--- src/rtl/assert_macros.svh ---
// Concurrent assertion helpers; expect clk and rst_n in scope.
`ifndef ASSERT_MACROS_SVH
`define ASSERT_MACROS_SVH

// Same-cycle implication
`define ASSERT_SAME(lbl, ante, cons, msg) \
  lbl: assert property (@(posedge clk) disable iff (!rst_n) (ante) |-> (cons)) \
    else $error(msg);

// Next-cycle implication
`define ASSERT_NEXT(lbl, ante, cons, msg) \
  lbl: assert property (@(posedge clk) disable iff (!rst_n) (ante) |=> (cons)) \
    else $error(msg);

`endif

--- src/rtl/gqa_pkg.sv ---
package gqa_pkg;

  localparam int CNT_W = 6;  // covers the longest loop (divider, up to 61 steps)

  localparam logic [4:0] OP_NOP    = 5'd0;
  localparam logic [4:0] OP_LOAD   = 5'd1;
  localparam logic [4:0] OP_RMUL   = 5'd2;
  localparam logic [4:0] OP_RSET   = 5'd3;
  localparam logic [4:0] OP_DMUL   = 5'd4;
  localparam logic [4:0] OP_DACC   = 5'd5;
  localparam logic [4:0] OP_SHI    = 5'd6;
  localparam logic [4:0] OP_SLO    = 5'd7;
  localparam logic [4:0] OP_SSUM   = 5'd8;
  localparam logic [4:0] OP_CSET   = 5'd9;
  localparam logic [4:0] OP_QMUL   = 5'd10;
  localparam logic [4:0] OP_QACC   = 5'd11;
  localparam logic [4:0] OP_SQINIT = 5'd12;
  localparam logic [4:0] OP_SQSTEP = 5'd13;
  localparam logic [4:0] OP_IDENT  = 5'd14;
  localparam logic [4:0] OP_DVINIT = 5'd15;
  localparam logic [4:0] OP_DVSTEP = 5'd16;
  localparam logic [4:0] OP_DVSET  = 5'd17;
  localparam logic [4:0] OP_YMUL   = 5'd18;
  localparam logic [4:0] OP_YACC   = 5'd19;
  localparam logic [4:0] OP_YPRE   = 5'd20;
  localparam logic [4:0] OP_CSTEP  = 5'd21;
  localparam logic [4:0] OP_OUT    = 5'd22;

  localparam logic [2:0] REG_BIAS_X   = 3'd0;
  localparam logic [2:0] REG_BIAS_Y   = 3'd1;
  localparam logic [2:0] REG_BIAS_Z   = 3'd2;
  localparam logic [2:0] REG_SCALE    = 3'd3;
  localparam logic [2:0] REG_DEADBAND = 3'd4;
  localparam logic [2:0] REG_STEP     = 3'd5;

  // 180 degrees in centidegree * 2^16 units
  localparam logic signed [31:0] ANG_HALF_TURN = 32'sd1179648000;

  typedef struct packed {
    logic [4:0]       op;
    logic [1:0]       comp;
    logic [1:0]       term;
    logic [CNT_W-1:0] cnt;
  } cmd_t;

  typedef struct packed {
    logic tiny;
  } stat_t;

  typedef struct packed {
    logic [1:0] qa;
    logic [1:0] gb;
    logic       neg;
  } dterm_t;

  // Quaternion product terms: component comp, term index term
  function automatic dterm_t dterm(input logic [1:0] comp, input logic [1:0] term);
    dterm_t d;
    case ({comp, term})
      4'h0: d = '{qa: 2'd1, gb: 2'd0, neg: 1'b1};
      4'h1: d = '{qa: 2'd2, gb: 2'd1, neg: 1'b1};
      4'h2: d = '{qa: 2'd3, gb: 2'd2, neg: 1'b1};
      4'h4: d = '{qa: 2'd0, gb: 2'd0, neg: 1'b0};
      4'h5: d = '{qa: 2'd2, gb: 2'd2, neg: 1'b0};
      4'h6: d = '{qa: 2'd3, gb: 2'd1, neg: 1'b1};
      4'h8: d = '{qa: 2'd0, gb: 2'd1, neg: 1'b0};
      4'h9: d = '{qa: 2'd1, gb: 2'd2, neg: 1'b1};
      4'hA: d = '{qa: 2'd3, gb: 2'd0, neg: 1'b0};
      4'hC: d = '{qa: 2'd0, gb: 2'd2, neg: 1'b0};
      4'hD: d = '{qa: 2'd1, gb: 2'd1, neg: 1'b0};
      4'hE: d = '{qa: 2'd2, gb: 2'd0, neg: 1'b1};
      default: d = '{qa: 2'd0, gb: 2'd0, neg: 1'b0};
    endcase
    return d;
  endfunction

  // atan(2^-i) in centidegree * 2^16 units
  function automatic logic signed [31:0] atan_at(input logic [4:0] i);
    logic signed [31:0] a;
    case (i)
      5'd0:  a = 32'sd294912000;
      5'd1:  a = 32'sd174096719;
      5'd2:  a = 32'sd91987925;
      5'd3:  a = 32'sd46694507;
      5'd4:  a = 32'sd23437865;
      5'd5:  a = 32'sd11730358;
      5'd6:  a = 32'sd5866610;
      5'd7:  a = 32'sd2933484;
      5'd8:  a = 32'sd1466764;
      5'd9:  a = 32'sd733385;
      5'd10: a = 32'sd366693;
      5'd11: a = 32'sd183346;
      5'd12: a = 32'sd91673;
      5'd13: a = 32'sd45837;
      5'd14: a = 32'sd22918;
      5'd15: a = 32'sd11459;
      5'd16: a = 32'sd5730;
      5'd17: a = 32'sd2865;
      5'd18: a = 32'sd1432;
      5'd19: a = 32'sd716;
      5'd20: a = 32'sd358;
      5'd21: a = 32'sd179;
      5'd22: a = 32'sd90;
      5'd23: a = 32'sd45;
      5'd24: a = 32'sd22;
      5'd25: a = 32'sd11;
      5'd26: a = 32'sd6;
      5'd27: a = 32'sd3;
      5'd28: a = 32'sd1;
      5'd29: a = 32'sd1;
      default: a = 32'sd0;
    endcase
    return a;
  endfunction

endpackage

--- src/rtl/gqa_ctrl.sv ---
`include "assert_macros.svh"

module gqa_ctrl #(
  parameter int QUAT_FRAC_BITS = 30,
  parameter int CORDIC_STEPS   = 24
) (
  input  logic           clk,
  input  logic           rst_n,
  input  logic           in_valid,
  output logic           in_ready,
  output logic           out_valid,
  input  logic           out_ready,
  input  gqa_pkg::stat_t stat,
  output gqa_pkg::cmd_t  cmd
);

  localparam int CW = gqa_pkg::CNT_W;
  localparam logic [CW-1:0] DV_LAST = CW'(QUAT_FRAC_BITS + 30);
  localparam logic [CW-1:0] CS_LAST = CW'(CORDIC_STEPS - 1);
  localparam logic [CW-1:0] SQ_LAST = CW'(31);

  localparam logic [4:0] S_IDLE   = 5'd0;
  localparam logic [4:0] S_RMUL   = 5'd1;
  localparam logic [4:0] S_RSET   = 5'd2;
  localparam logic [4:0] S_DMUL   = 5'd3;
  localparam logic [4:0] S_DACC   = 5'd4;
  localparam logic [4:0] S_SHI    = 5'd5;
  localparam logic [4:0] S_SLO    = 5'd6;
  localparam logic [4:0] S_SSUM   = 5'd7;
  localparam logic [4:0] S_CSET   = 5'd8;
  localparam logic [4:0] S_QMUL   = 5'd9;
  localparam logic [4:0] S_QACC   = 5'd10;
  localparam logic [4:0] S_SQINIT = 5'd11;
  localparam logic [4:0] S_SQSTEP = 5'd12;
  localparam logic [4:0] S_TINY   = 5'd13;
  localparam logic [4:0] S_DVINIT = 5'd14;
  localparam logic [4:0] S_DVSTEP = 5'd15;
  localparam logic [4:0] S_DVSET  = 5'd16;
  localparam logic [4:0] S_YMUL   = 5'd17;
  localparam logic [4:0] S_YACC   = 5'd18;
  localparam logic [4:0] S_YPRE   = 5'd19;
  localparam logic [4:0] S_CSTEP  = 5'd20;
  localparam logic [4:0] S_FIN    = 5'd21;

  logic [4:0]    state_r, state_nxt;
  logic [1:0]    comp_r, comp_nxt;
  logic [1:0]    term_r, term_nxt;
  logic [CW-1:0] cnt_r, cnt_nxt;
  logic          out_valid_r, out_valid_nxt;
  logic [4:0]    op;

  always_comb begin
    state_nxt = state_r;
    comp_nxt  = comp_r;
    term_nxt  = term_r;
    cnt_nxt   = cnt_r;
    op        = gqa_pkg::OP_NOP;
    case (state_r)
      S_IDLE: begin
        if (in_valid) begin
          op        = gqa_pkg::OP_LOAD;
          comp_nxt  = 2'd0;
          term_nxt  = 2'd0;
          cnt_nxt   = '0;
          state_nxt = S_RMUL;
        end
      end
      S_RMUL: begin
        op        = gqa_pkg::OP_RMUL;
        state_nxt = S_RSET;
      end
      S_RSET: begin
        op = gqa_pkg::OP_RSET;
        if (comp_r == 2'd2) begin
          comp_nxt  = 2'd0;
          state_nxt = S_DMUL;
        end else begin
          comp_nxt  = comp_r + 2'd1;
          state_nxt = S_RMUL;
        end
      end
      S_DMUL: begin
        op        = gqa_pkg::OP_DMUL;
        state_nxt = S_DACC;
      end
      S_DACC: begin
        op = gqa_pkg::OP_DACC;
        if (term_r == 2'd2) begin
          term_nxt  = 2'd0;
          state_nxt = S_SHI;
        end else begin
          term_nxt  = term_r + 2'd1;
          state_nxt = S_DMUL;
        end
      end
      S_SHI: begin
        op        = gqa_pkg::OP_SHI;
        state_nxt = S_SLO;
      end
      S_SLO: begin
        op        = gqa_pkg::OP_SLO;
        state_nxt = S_SSUM;
      end
      S_SSUM: begin
        op        = gqa_pkg::OP_SSUM;
        state_nxt = S_CSET;
      end
      S_CSET: begin
        op        = gqa_pkg::OP_CSET;
        state_nxt = S_QMUL;
      end
      S_QMUL: begin
        op        = gqa_pkg::OP_QMUL;
        state_nxt = S_QACC;
      end
      S_QACC: begin
        op = gqa_pkg::OP_QACC;
        if (comp_r == 2'd3) begin
          comp_nxt  = 2'd0;
          state_nxt = S_SQINIT;
        end else begin
          comp_nxt  = comp_r + 2'd1;
          state_nxt = S_DMUL;
        end
      end
      S_SQINIT: begin
        op        = gqa_pkg::OP_SQINIT;
        cnt_nxt   = '0;
        state_nxt = S_SQSTEP;
      end
      S_SQSTEP: begin
        op = gqa_pkg::OP_SQSTEP;
        if (cnt_r == SQ_LAST) begin
          cnt_nxt   = '0;
          state_nxt = S_TINY;
        end else begin
          cnt_nxt = cnt_r + 1'b1;
        end
      end
      S_TINY: begin
        // norm check picks reset-to-identity or the four divisions
        if (stat.tiny) begin
          op        = gqa_pkg::OP_IDENT;
          comp_nxt  = 2'd0;
          state_nxt = S_YMUL;
        end else begin
          op        = gqa_pkg::OP_DVINIT;
          cnt_nxt   = '0;
          state_nxt = S_DVSTEP;
        end
      end
      S_DVINIT: begin
        op        = gqa_pkg::OP_DVINIT;
        cnt_nxt   = '0;
        state_nxt = S_DVSTEP;
      end
      S_DVSTEP: begin
        op = gqa_pkg::OP_DVSTEP;
        if (cnt_r == DV_LAST) begin
          cnt_nxt   = '0;
          state_nxt = S_DVSET;
        end else begin
          cnt_nxt = cnt_r + 1'b1;
        end
      end
      S_DVSET: begin
        op = gqa_pkg::OP_DVSET;
        if (comp_r == 2'd3) begin
          comp_nxt  = 2'd0;
          state_nxt = S_YMUL;
        end else begin
          comp_nxt  = comp_r + 2'd1;
          state_nxt = S_DVINIT;
        end
      end
      S_YMUL: begin
        op        = gqa_pkg::OP_YMUL;
        state_nxt = S_YACC;
      end
      S_YACC: begin
        op = gqa_pkg::OP_YACC;
        if (comp_r == 2'd3) begin
          comp_nxt  = 2'd0;
          state_nxt = S_YPRE;
        end else begin
          comp_nxt  = comp_r + 2'd1;
          state_nxt = S_YMUL;
        end
      end
      S_YPRE: begin
        op        = gqa_pkg::OP_YPRE;
        cnt_nxt   = '0;
        state_nxt = S_CSTEP;
      end
      S_CSTEP: begin
        op = gqa_pkg::OP_CSTEP;
        if (cnt_r == CS_LAST) begin
          cnt_nxt   = '0;
          state_nxt = S_FIN;
        end else begin
          cnt_nxt = cnt_r + 1'b1;
        end
      end
      S_FIN: begin
        // wait for the output register to free up
        if (!out_valid_r || out_ready) begin
          op        = gqa_pkg::OP_OUT;
          state_nxt = S_IDLE;
        end
      end
      default: begin
        state_nxt = S_IDLE;
      end
    endcase
  end

  always_comb begin
    if (op == gqa_pkg::OP_OUT) begin
      out_valid_nxt = 1'b1;
    end else if (out_ready) begin
      out_valid_nxt = 1'b0;
    end else begin
      out_valid_nxt = out_valid_r;
    end
  end

  always_ff @(posedge clk) begin
    if (!rst_n) begin
      state_r     <= S_IDLE;
      comp_r      <= 2'd0;
      term_r      <= 2'd0;
      cnt_r       <= '0;
      out_valid_r <= 1'b0;
    end else begin
      state_r     <= state_nxt;
      comp_r      <= comp_nxt;
      term_r      <= term_nxt;
      cnt_r       <= cnt_nxt;
      out_valid_r <= out_valid_nxt;
    end
  end

  assign cmd.op   = op;
  assign cmd.comp = comp_r;
  assign cmd.term = term_r;
  assign cmd.cnt  = cnt_r;

  assign in_ready  = (state_r == S_IDLE);
  assign out_valid = out_valid_r;

  `ASSERT_SAME(a_out_slot_free, op == gqa_pkg::OP_OUT, !out_valid_r || out_ready, "result overwrites an untaken result")
  `ASSERT_NEXT(a_accept_starts, in_valid && in_ready, state_r == S_RMUL && comp_r == 2'd0, "accepted item did not start the rate phase")
  `ASSERT_NEXT(a_tiny_skips_div, state_r == S_TINY && stat.tiny, state_r == S_YMUL && comp_r == 2'd0, "tiny norm did not skip the divider")
  `ASSERT_SAME(a_div_count, state_r == S_DVSTEP, cnt_r <= DV_LAST, "divider step count out of range")

endmodule

--- config.mk ---
export PLATFORM = sky130hd
export DESIGN_NAME = gqa_ctrl
export DESIGN_NICKNAME = d
export VERILOG_FILES = /design/src/rtl/gqa_pkg.sv /design/src/rtl/gqa_ctrl.sv
export VERILOG_INCLUDE_DIRS = /design/src /design/src/rtl
export SDC_FILE = /design/constraint.sdc
export NUM_CORES = 1
export LEC_CHECK = 0
export BUFFER_PORTS_ARGS = -buffer_cell sky130_fd_sc_hd__buf_4
export CAP_MARGIN = 20
export CELL_PAD_IN_SITES_DETAIL_PLACEMENT = 0
export CELL_PAD_IN_SITES_GLOBAL_PLACEMENT = 1
export CORE_UTILIZATION = 42
export CTS_BUF_LIST = sky130_fd_sc_hd__clkbuf_8
export DETAILED_ROUTE_END_ITERATION = 8
export PLACE_DENSITY_LB_ADDON = 0.1
export RECOVER_POWER = 25
export SYNTH_ARGS = -nofsm -noshare
export SYNTH_HDL_FRONTEND = slang
export SYNTH_SLANG_ARGS = --single-unit
--- constraint.sdc ---
create_clock -name clk -period 2.4 [get_ports clk]
set_input_delay 0.12 -clock clk [delete_from_list [all_inputs] [get_ports clk]]
set_output_delay 0.12 -clock clk [all_outputs]
set_load 0.1 [all_outputs]
Word-level counts from Yosys, hierarchy flattened
Cells that the tools add are included.

word-level totals
  flip-flop bits (word level) = 16
  input bits = 5
  output and inout port bits = 17
  logic and storage cells = 87

cells by class
  $add $sub $neg = 3
  equal/unequal tests = 35
  multiplexer cells = 31
  reductions and logical operators = 13

operators with widths
  cell                                            number
  one-hot mux 5 bit (22 select lines)             2
  == test 5 x 4 -> 1 bit (second input constant)  8
  2-to-1 mux 5 bit                                8
  one-hot mux 6 bit (6 select lines)              1
  == test 5 bit (second input constant)           7
  2-to-1 mux 6 bit                                5
  == test 5 x 3 -> 1 bit (second input constant)  4
  2-to-1 mux 2 bit                                7
  != test 2 bit (second input constant)           7
  == test 6 x 5 -> 1 bit (second input constant)  2
  == test 5 x 2 -> 1 bit (second input constant)  2
  one-hot mux 2 bit (4 select lines)              1
  adder 6 x 1 -> 6 bit (second input constant)    1
  == test 2 bit (second input constant)           3
  == test 6 bit (second input constant)           1
  AND reduction 3 bit                             2
  nonzero test 6 bit                              1
  OR reduction 3 bit                              2
  == test 5 x 1 -> 1 bit (second input constant)  1
  zero test 5 bit                                 1
  AND reduction 5 bit                             1
  adder 2 x 1 -> 2 bit (second input constant)    2
  2-to-1 mux 1 bit                                4
  2-to-1 mux 4 bit                                1
  other kinds (7)                                 8

Depth between registers and ports, before layout
Gate-level depths: netlist (run 1).

  depth after elaboration = 6
  depth in mapped cells = 7
  gate-level depth less buffers = 7

Worst setup path after synthesis (run 1)
No wires, ideal clock.

  path kind = register to output
  from = reg out_valid_r, in the netlist out_valid
  to = out cmd[11] in the netlist's numbering
  data arrival time = 3450 ps
  data required time = 2280 ps
  slack = -1170 ps
  stages on the path, launching flop included = 4
  buffers on the path = 0
  cells stage by stage = dfxtp_1 nor2b_1 a21o_1 a221oi_1

RTL lines
  element                 line             text
  start, declared         gqa_ctrl.sv:49   logic out_valid_r, out_valid_nxt;
  start signal, assigned  gqa_ctrl.sv:239  out_valid_r <= out_valid_nxt;
  end, declared           gqa_ctrl.sv:14   output gqa_pkg::cmd_t cmd

==> flow_summary.toml, run 1 <==
[placed_design]
place_area_sq_um = 1690
dp_cells = 261
io_buffers = 21
place_ws_ns = 0.478
dp_hpwl_mm = 3.12
gp_congestion = 0.888

[global_routing]
antenna_found_initial = 0
grt_overflow = 0
grt_pass1_wl_mm = 6.93
grt_max_degree = 20
grt_pass1_vias = 1430
track_usage_pct = 25.1

[clocking]
cts_root_buf = "clkbuf_8"
numCtsBuffers = 3
clock-sinks = 16
insertion_delay_ns = 0.25
clk_pin_slew_ns = 0.07
cts_max_level = 1
cts_tree = "built"
cts.path.max_buffers = 2
cts_setup_buffers = 0
ctsHoldBuffers = 0
cts_resized = 0

[die]
initial_utilization_pct = 45.8
io_pins = 22
die_area_sq_um = 3680
dieHeight_um = 60.6
num_rows = 20
core-area_sq_um = 3150
fp.dieW_um = 60.6

[power_and_ir_drop]
power_leakage_nw = 0.665
p_per_area_nw_per_um2 = 729
p_total_mw = 1.24
ir_worst_vdd_uv = 428

[finish]
post-route-util_pct = 53.8
nFillCells = 340
nets = 233
final_cell_area_sq_um = 1700
antennaDiodeCount = 0
instances_no_fill = 264
drive_gt1_share_pct = 15.9
area_delta_synth_final_pct = 17.6

[setup_path]
worstSetupEndpoint = "cmd[10]"
cp-start-kind = "flip-flop"
cp_data_arrival_time_ns = 2.08
cp-startpoint = "state_r[2]"
slowest_stage = "dfxtp_1"
slowest_delay_ns = 0.60
crit_path_end_kind = "output port"
reg2reg_to = "state_r[0]"
r2r-start = "state_r[2]"
critical_path_class = "flip-flop to output port"
crit_path_frequent_cell = "buf_4"
cp_max_fo = 19
required_ns = 2.28
reg2reg_setup_slack_ns = 0.43
r2r_cells = 6
worstPathCellList = "buf_4 -> xnor2_1 -> a211oi_1 -> a21oi_1 -> o21ai_2 -> buf_4"

[route]
via_per_inst = 6.12
wirelength_mm = 4.19
vias = 1615
wire_per_inst_um = 15.9
drtPass1Iterations = 5
wl_met3_um = 272
ant_nets = 0
top_layer_used = "met4"
drt-initial-drc-count = 177
route.met2.wl_mm = 1.89
drc = 0
wl_met1_mm = 1.97

[synth]
synthesis.nets = 212
synth_top_family_by_area = "compound AO/OA/AOI/OAI gates"
yosys_warnings = 0
ys_async_sr_fraction_pct = 0
synth-edff-count = 0
synthMuxAreaShare_pct = 1.39
synthXorXnorAreaFrac_pct = 2.43
ys_ff_latch = 16
seq_area_frac_synth_pct = 22.2
netlist_instances = 201
synth_fa_ha_area_share_pct = 5.20
syn_avg_cell_area_sq_um = 7.18
synth_area_sq_um = 1440
synth_cell_type_count = 52
synthFlopType = "dfxtp_1"
synth_compound_area_share_pct = 32.3
synth-simple-area-share_pct = 29.9

[timing]
drv_slew = 0
max_freq_mhz = 454
setup_tns_ns = 0
fin_crit_sh_pct = 91.8
finClkSkew_ns = 0.00421
final.min_clock_period_ns = 2.20
setup_ws_ns = 0.198
finalHoldViolCount = 0
tightest_slew_ns = 1.17
fin_hold_ws_ns = 0.120
rsz0062_at_grt = "no"
finalSetupViolations = 0
slew-limit-headroom_pct = 22.6

[run]
maxCapViolCount = 0

[status]
status = "finished clean"

[min_path]
hold_class = "input port to flip-flop"
worstHoldStart = "rst_n"
## final cells by class
| type | count | area (sq um) | share of cell area, % |
|---|---|---|---|
| well taps | 44 | 55.1 | 3.24 |
| clock buffers | 3 | 41.3 | 2.43 |
| multi-input cells | 162 | 1050 | 61.8 |
| inverters | 8 | 30.0 | 1.77 |
| repair buffers | 31 | 203 | 11.9 |
| flip-flops and latches | 16 | 320 | 18.9 |
## registers in the layout, indices dropped and copies added (netlist names)
register and cells:
state_r 5, comp_r 2, term_r 2, out_valid 1, cnt_r 6
## worst min path at each step
stage | cells after the start | endpoint
2_1_floorplan | 1 | state_r[3]
4_1_cts | 2 | state_r[3]
3_5_place_dp | 2 | state_r[3]
5_1_grt | 2 | state_r[3]
6_report | 2 | state_r[3]
3_3_place_gp | 2 | out_valid
## synth_stat cells, types with 3 or more instances
cell type  count  share of area (%)
nor2_1        23                6.0
dfxtp_1       16                 22
nand2_1       16                4.2
a21oi_1       13                4.5
nand3_1       10                3.5
o21ai_0       10                3.5
inv_1          7                1.8
nor2b_1        7                3.0
nor3_1         7                2.4
buf_2          6                2.1
ha_1           6                5.2
nand2b_1       5                2.2
a211oi_1       4                2.1
a22oi_1        4                2.1
buf_1          4                1.0
clkbuf_1       4                1.0
a211o_1        3                1.8
a311o_1        3                2.1
nand4_1        3                1.3
o211ai_1       3                1.6
o21a_1         3                1.6
xor2_1         3                1.8
## routing by layer
metal  up-vias  GRT usage (%)
met5         -              0
met1       755           35.6
li1        784              -
met3         8           5.54
met4         0           6.17
met2        68           38.9
## where the power goes
part,internal [mW],total [mW],switching [mW]
Clock,0.111,0.203,0.0918
Sequential,0.282,0.333,0.0505
Combinational,0.200,0.702,0.502
## worst max-delay path, delay by kind of cell, from the launching register on
kind	cells	cell delay [ns]
compound gates	3	0.49
xor+xnor	1	0.13
buf+inv	2	0.62
flops	1	0.60
## logic make-up after synthesis
family | Yosys count
mux | 2
simple gates | 85
fa+ha+maj | 6
xor+xnor | 4
flops | 16
buf+inv | 23
compound gates | 65
## cell usage in the layout, fill, tap and decap left out, types with 5 or more instances in the layout
master	synthesis	layout
a21oi_1	13	13
buf_4	0	23
ha_1	6	6
inv_1	7	7
dfxtp_1	16	16
nand2_1	16	16
nor2_1	23	21
nand3_1	10	10
clkbuf_1	4	8
nor3_1	7	6
nor2b_1	7	7
o21ai_0	10	8
nand2b_1	5	5
Note: power is estimated with default switching activity, not from simulation.
==> inputs of run 2 (changes only) <==
==> constraint.sdc (replaced) <==
create_clock -name clk -period 2.4 [get_ports clk]
set_input_delay 0.36 -clock clk [delete_from_list [all_inputs] [get_ports clk]]
set_output_delay 0.36 -clock clk [all_outputs]
set_load 0.1 [all_outputs]
==> flow_summary.toml, run 2 (same netlist as run 1, synthesis figures left out) <==
[die]
dieHeight_um = 60.6
core-area_sq_um = 3150
num_rows = 20
die_area_sq_um = 3680
io_pins = 22
initial_utilization_pct = 45.8
fp.dieW_um = 60.6

[finish]
area_delta_synth_final_pct = 20.8
drive_gt1_share_pct = 18.5
final_cell_mix = "buf_4, nor2_1, nand2_1, dfxtp_1, a21oi_1"
regMostFlops = "cnt_r"
top_regs = "cnt_r x6, state_r x5"
layout.cells.most_common = "buf_4"
antennaDiodeCount = 0
largest_reg_flops = 6
final_cell_area_sq_um = 1740
instances_no_fill = 266
nets = 234

[clocking]
clock-sinks = 16
numCtsBuffers = 3
cts_root_buf = "clkbuf_8"
cts.path.max_buffers = 2
cts_tree = "built"
cts_max_level = 1
clk_pin_slew_ns = 0.07
cts_setup_buffers = 0
ctsHoldBuffers = 0
insertion_delay_ns = 0.26
cts_resized = 0

[global_routing]
grt_pass1_wl_mm = 6.57
grt_pass1_vias = 1360
grt_max_degree = 21
track_usage_pct = 24.5
grt_overflow = 0
antenna_found_initial = 0

[route]
wire_per_inst_um = 15.5
drtPass1Iterations = 4
wirelength_mm = 4.11
via_per_inst = 5.90
vias = 1569
drc = 0
ant_nets = 0
drt-initial-drc-count = 150

[status]
status = "finished clean"

[timing]
slew-limit-headroom_pct = 23.0
rsz0062_at_grt = "no"
drv_slew = 0
tightest_slew_ns = 1.16
finalSetupViolations = 0
finClkSkew_ns = 0.00508
finalHoldViolCount = 0
final.min_clock_period_ns = 2.28
max_freq_mhz = 438
fin_crit_sh_pct = 95.2
fin_hold_ws_ns = 0.346

[setup_path]
cp_max_fo = 16
worstSetupEndpoint = "cmd[10]"
r2r-start = "state_r[0]"
cp-startpoint = "state_r[1]"
r2r_cells = 6
reg2reg_setup_slack_ns = 0.36
reg2reg_to = "comp_r[1]"
critical_path_class = "flip-flop to output port"
required_ns = 2.04
crit_path_end_kind = "output port"
cp-start-kind = "flip-flop"
cp_data_arrival_time_ns = 1.92

[power_and_ir_drop]
p_total_mw = 1.30
power_leakage_nw = 0.683
p_per_area_nw_per_um2 = 746
ir_worst_vdd_uv = 521

[placed_design]
place_area_sq_um = 1710
gp_congestion = 0.885
dp_hpwl_mm = 3.09
dp_cells = 262
io_buffers = 21

[run]
maxCapViolCount = 0

[min_path]
worstHoldStart = "rst_n"
hold_class = "input port to flip-flop"
run 2: worst min-delay path by stage:
stage / endpoint / slack (ns) / depth (start not counted)
2_1_floorplan: out_valid / 0.48 / 1
3_3_place_gp: cnt_r[3] / 0.52 / 2
3_5_place_dp: cnt_r[4] / 0.54 / 2
4_1_cts: state_r[3] / 0.35 / 2
5_1_grt: out_valid / 0.36 / 2
6_report: out_valid / 0.35 / 2
run 2: worst max-delay path, cell delays in order (launching register included):
cell and delay [ns]:
dfxtp_1 0.65, buf_4 0.25, a21oi_1 0.05, a211oi_1 0.21
a21oi_1 0.08, o21ai_2 0.12, buf_4 0.30
run 2: cell type report:
class,instances,area (sq um)
Fill cell,331,1410
Multi-Input combinational cell,162,1070
Sequential cell,16,323
Timing Repair Buffer,32,214
Clock buffer,4,55.1
Tap cell,44,55.1
Inverter,8,30.0
run 2: stage by stage:
stage               TNS, ns  setup slack (ns)  utilization, %
detailed placement        0             0.334            54.3
global placement          0             0.344            54.3
CTS                       0            0.0671            56.0
global route              0            0.0359            55.3
finish                    0             0.116            55.3
floorplan            -0.101            -0.101               -
run 2: layer usage:
| layer | global-route usage, % | wire (um) | up-vias |
|---|---|---|---|
| met5 | 0 | 0 | - |
| met3 | 3.84 | 195 | 8 |
| met4 | 9.42 | 94 | 0 |
| met1 | 34.0 | 2000 | 717 |
| met2 | 38.1 | 1820 | 51 |
| li1 | - | - | 793 |
run 2: where the power goes:
group	total (mW)	internal [mW]	switching, mW
registers	0.330	0.282	0.0472
logic	0.720	0.211	0.509
clock network	0.252	0.146	0.105
==> inputs of run 3 (changes only) <==
--- a/config.mk
+++ b/config.mk
@@ -10,6 +10,7 @@
 export CAP_MARGIN = 20
 export CELL_PAD_IN_SITES_DETAIL_PLACEMENT = 0
 export CELL_PAD_IN_SITES_GLOBAL_PLACEMENT = 1
+export CORE_ASPECT_RATIO = 1.2
 export CORE_UTILIZATION = 42
 export CTS_BUF_LIST = sky130_fd_sc_hd__clkbuf_8
 export DETAILED_ROUTE_END_ITERATION = 8
==> flow_summary.toml, run 3 (same netlist as run 1, synthesis figures left out) <==
[clocking]
cts_max_level = 1
insertion_delay_ns = 0.25
cts_setup_buffers = 0
cts.path.max_buffers = 2
cts_tree = "built"
numCtsBuffers = 3
cts_root_buf = "clkbuf_8"
clk_pin_slew_ns = 0.07
clock-sinks = 16

[power_and_ir_drop]
p_per_area_nw_per_um2 = 746
ir_worst_vdd_uv = 676
power_leakage_nw = 0.674

[die]
die_area_sq_um = 3680
dieHeight_um = 66.2
fp.dieW_um = 55.5
io_pins = 22
initial_utilization_pct = 45.6
core-area_sq_um = 3170
num_rows = 22

[global_routing]
grt_pass1_vias = 1459
track_usage_pct = 23.2
grt_overflow = 0
grt_max_degree = 20
grt_pass1_wl_mm = 6.84
antenna_found_initial = 0

[route]
drtPass1Iterations = 4
wire_per_inst_um = 16.1
via_per_inst = 6.16
drt-initial-drc-count = 61
wirelength_mm = 4.15
ant_nets = 0
vias = 1583
drc = 0

[finish]
multiInputGateArea_sq_um = 1060
antennaDiodeCount = 0
seq_area_sq_um = 324
largest_reg_flops = 6
post-route-util_pct = 54.4
final_cell_mix = "buf_4, nor2_1, nand2_1, a21oi_1, dfxtp_1"
final_cell_area_sq_um = 1720
nFillCells = 334
regMostFlops = "cnt_r"
top_regs = "cnt_r x6, state_r x5"
layout.cells.most_common = "buf_4"
nets = 233
area_delta_synth_final_pct = 19.2
drive_gt1_share_pct = 17.6

[min_path]
hold_class = "input port to flip-flop"

[timing]
fin_hold_ws_ns = 0.361
tightest_slew_ns = 1.16
drv_slew = 0
fin_crit_sh_pct = 94.4
setup_ws_ns = 0.135
finClkSkew_ns = 0.00210
slew-limit-headroom_pct = 23.1
setup_tns_ns = 0
final.min_clock_period_ns = 2.26
finalHoldViolCount = 0
max_freq_mhz = 442
rsz0062_at_grt = "no"
finalSetupViolations = 0

[setup_path]
cp-start-kind = "flip-flop"
reg2reg_setup_slack_ns = 0.35
cp_data_arrival_time_ns = 1.90
required_ns = 2.04
cp_max_fo = 19
critical_path_class = "flip-flop to output port"
crit_path_end_kind = "output port"

[status]
status = "finished clean"

[run]
maxCapViolCount = 0

[placed_design]
place_ws_ns = 0.372
place_area_sq_um = 1690
dp_hpwl_mm = 3.14
io_buffers = 21
gp_congestion = 0.919
==> run 3: cell types whose count changed in the layout (fill, tap and decap cells not counted), sizes merged <==
| cell | previous run | this run |
|---|---|---|
| buf | 25 | 23 |
| clkbuf | 11 | 12 |
==> run 3: cell type report <==
cell class | count | area share, %
Multi-Input combinational cell | 162 | 61.8
Sequential cell | 16 | 18.8
Timing Repair Buffer | 31 | 11.8
Clock buffer | 4 | 3.20
Tap cell | 36 | 2.62
Inverter | 8 | 1.74
==> run 3: repair_timing <==
item                                    in CTS  in global routing
hold buffers                                 0                  0
endpoints found under the setup margin       0                  1
resized for setup                            0                  2
==> run 3: worst max-delay path: stages (launching register included) <==
cell     delay [ns]
dfxtp_1        0.43
buf_4          0.27
nor2b_1        0.37
a21oi_1        0.16
o21ai_2        0.12
buf_4          0.29
==> run 3: path summary, 6_finish.rpt <==
check / startpoint / to / cells past startpoint
setup reg to reg: state_r[0] / comp_r[1] / 6
setup / recovery: state_r[3] / cmd[10] / 5
hold / removal: rst_n / out_valid / 2
hold reg to reg: cnt_r[4] / cnt_r[4] / 2
==> run 3: power by group <==
group / switching [mW] / internal [mW]
registers: 0.0503 / 0.284
clock network: 0.0946 / 0.145
logic: 0.505 / 0.205
==> run 3: metal layers <==
metal	share of wire [%]	GRT usage, %	wire length, um	vias to the layer above
met5	0	0	0	-
met4	1.3	6.56	52	0
met3	4.3	2.94	180	4
met2	49	42.8	2040	49
met1	45	28.0	1870	741
li1	-	-	-	789
==> run 3: metrics by stage <==
step / power, mW / std cells
after detailed placement: 1.05 / 253
after CTS: 1.28 / 257
after global placement: 1.04 / 253
final: 1.28 / 257
after global routing: 1.35 / 257
after floorplan: 0.903 / 201
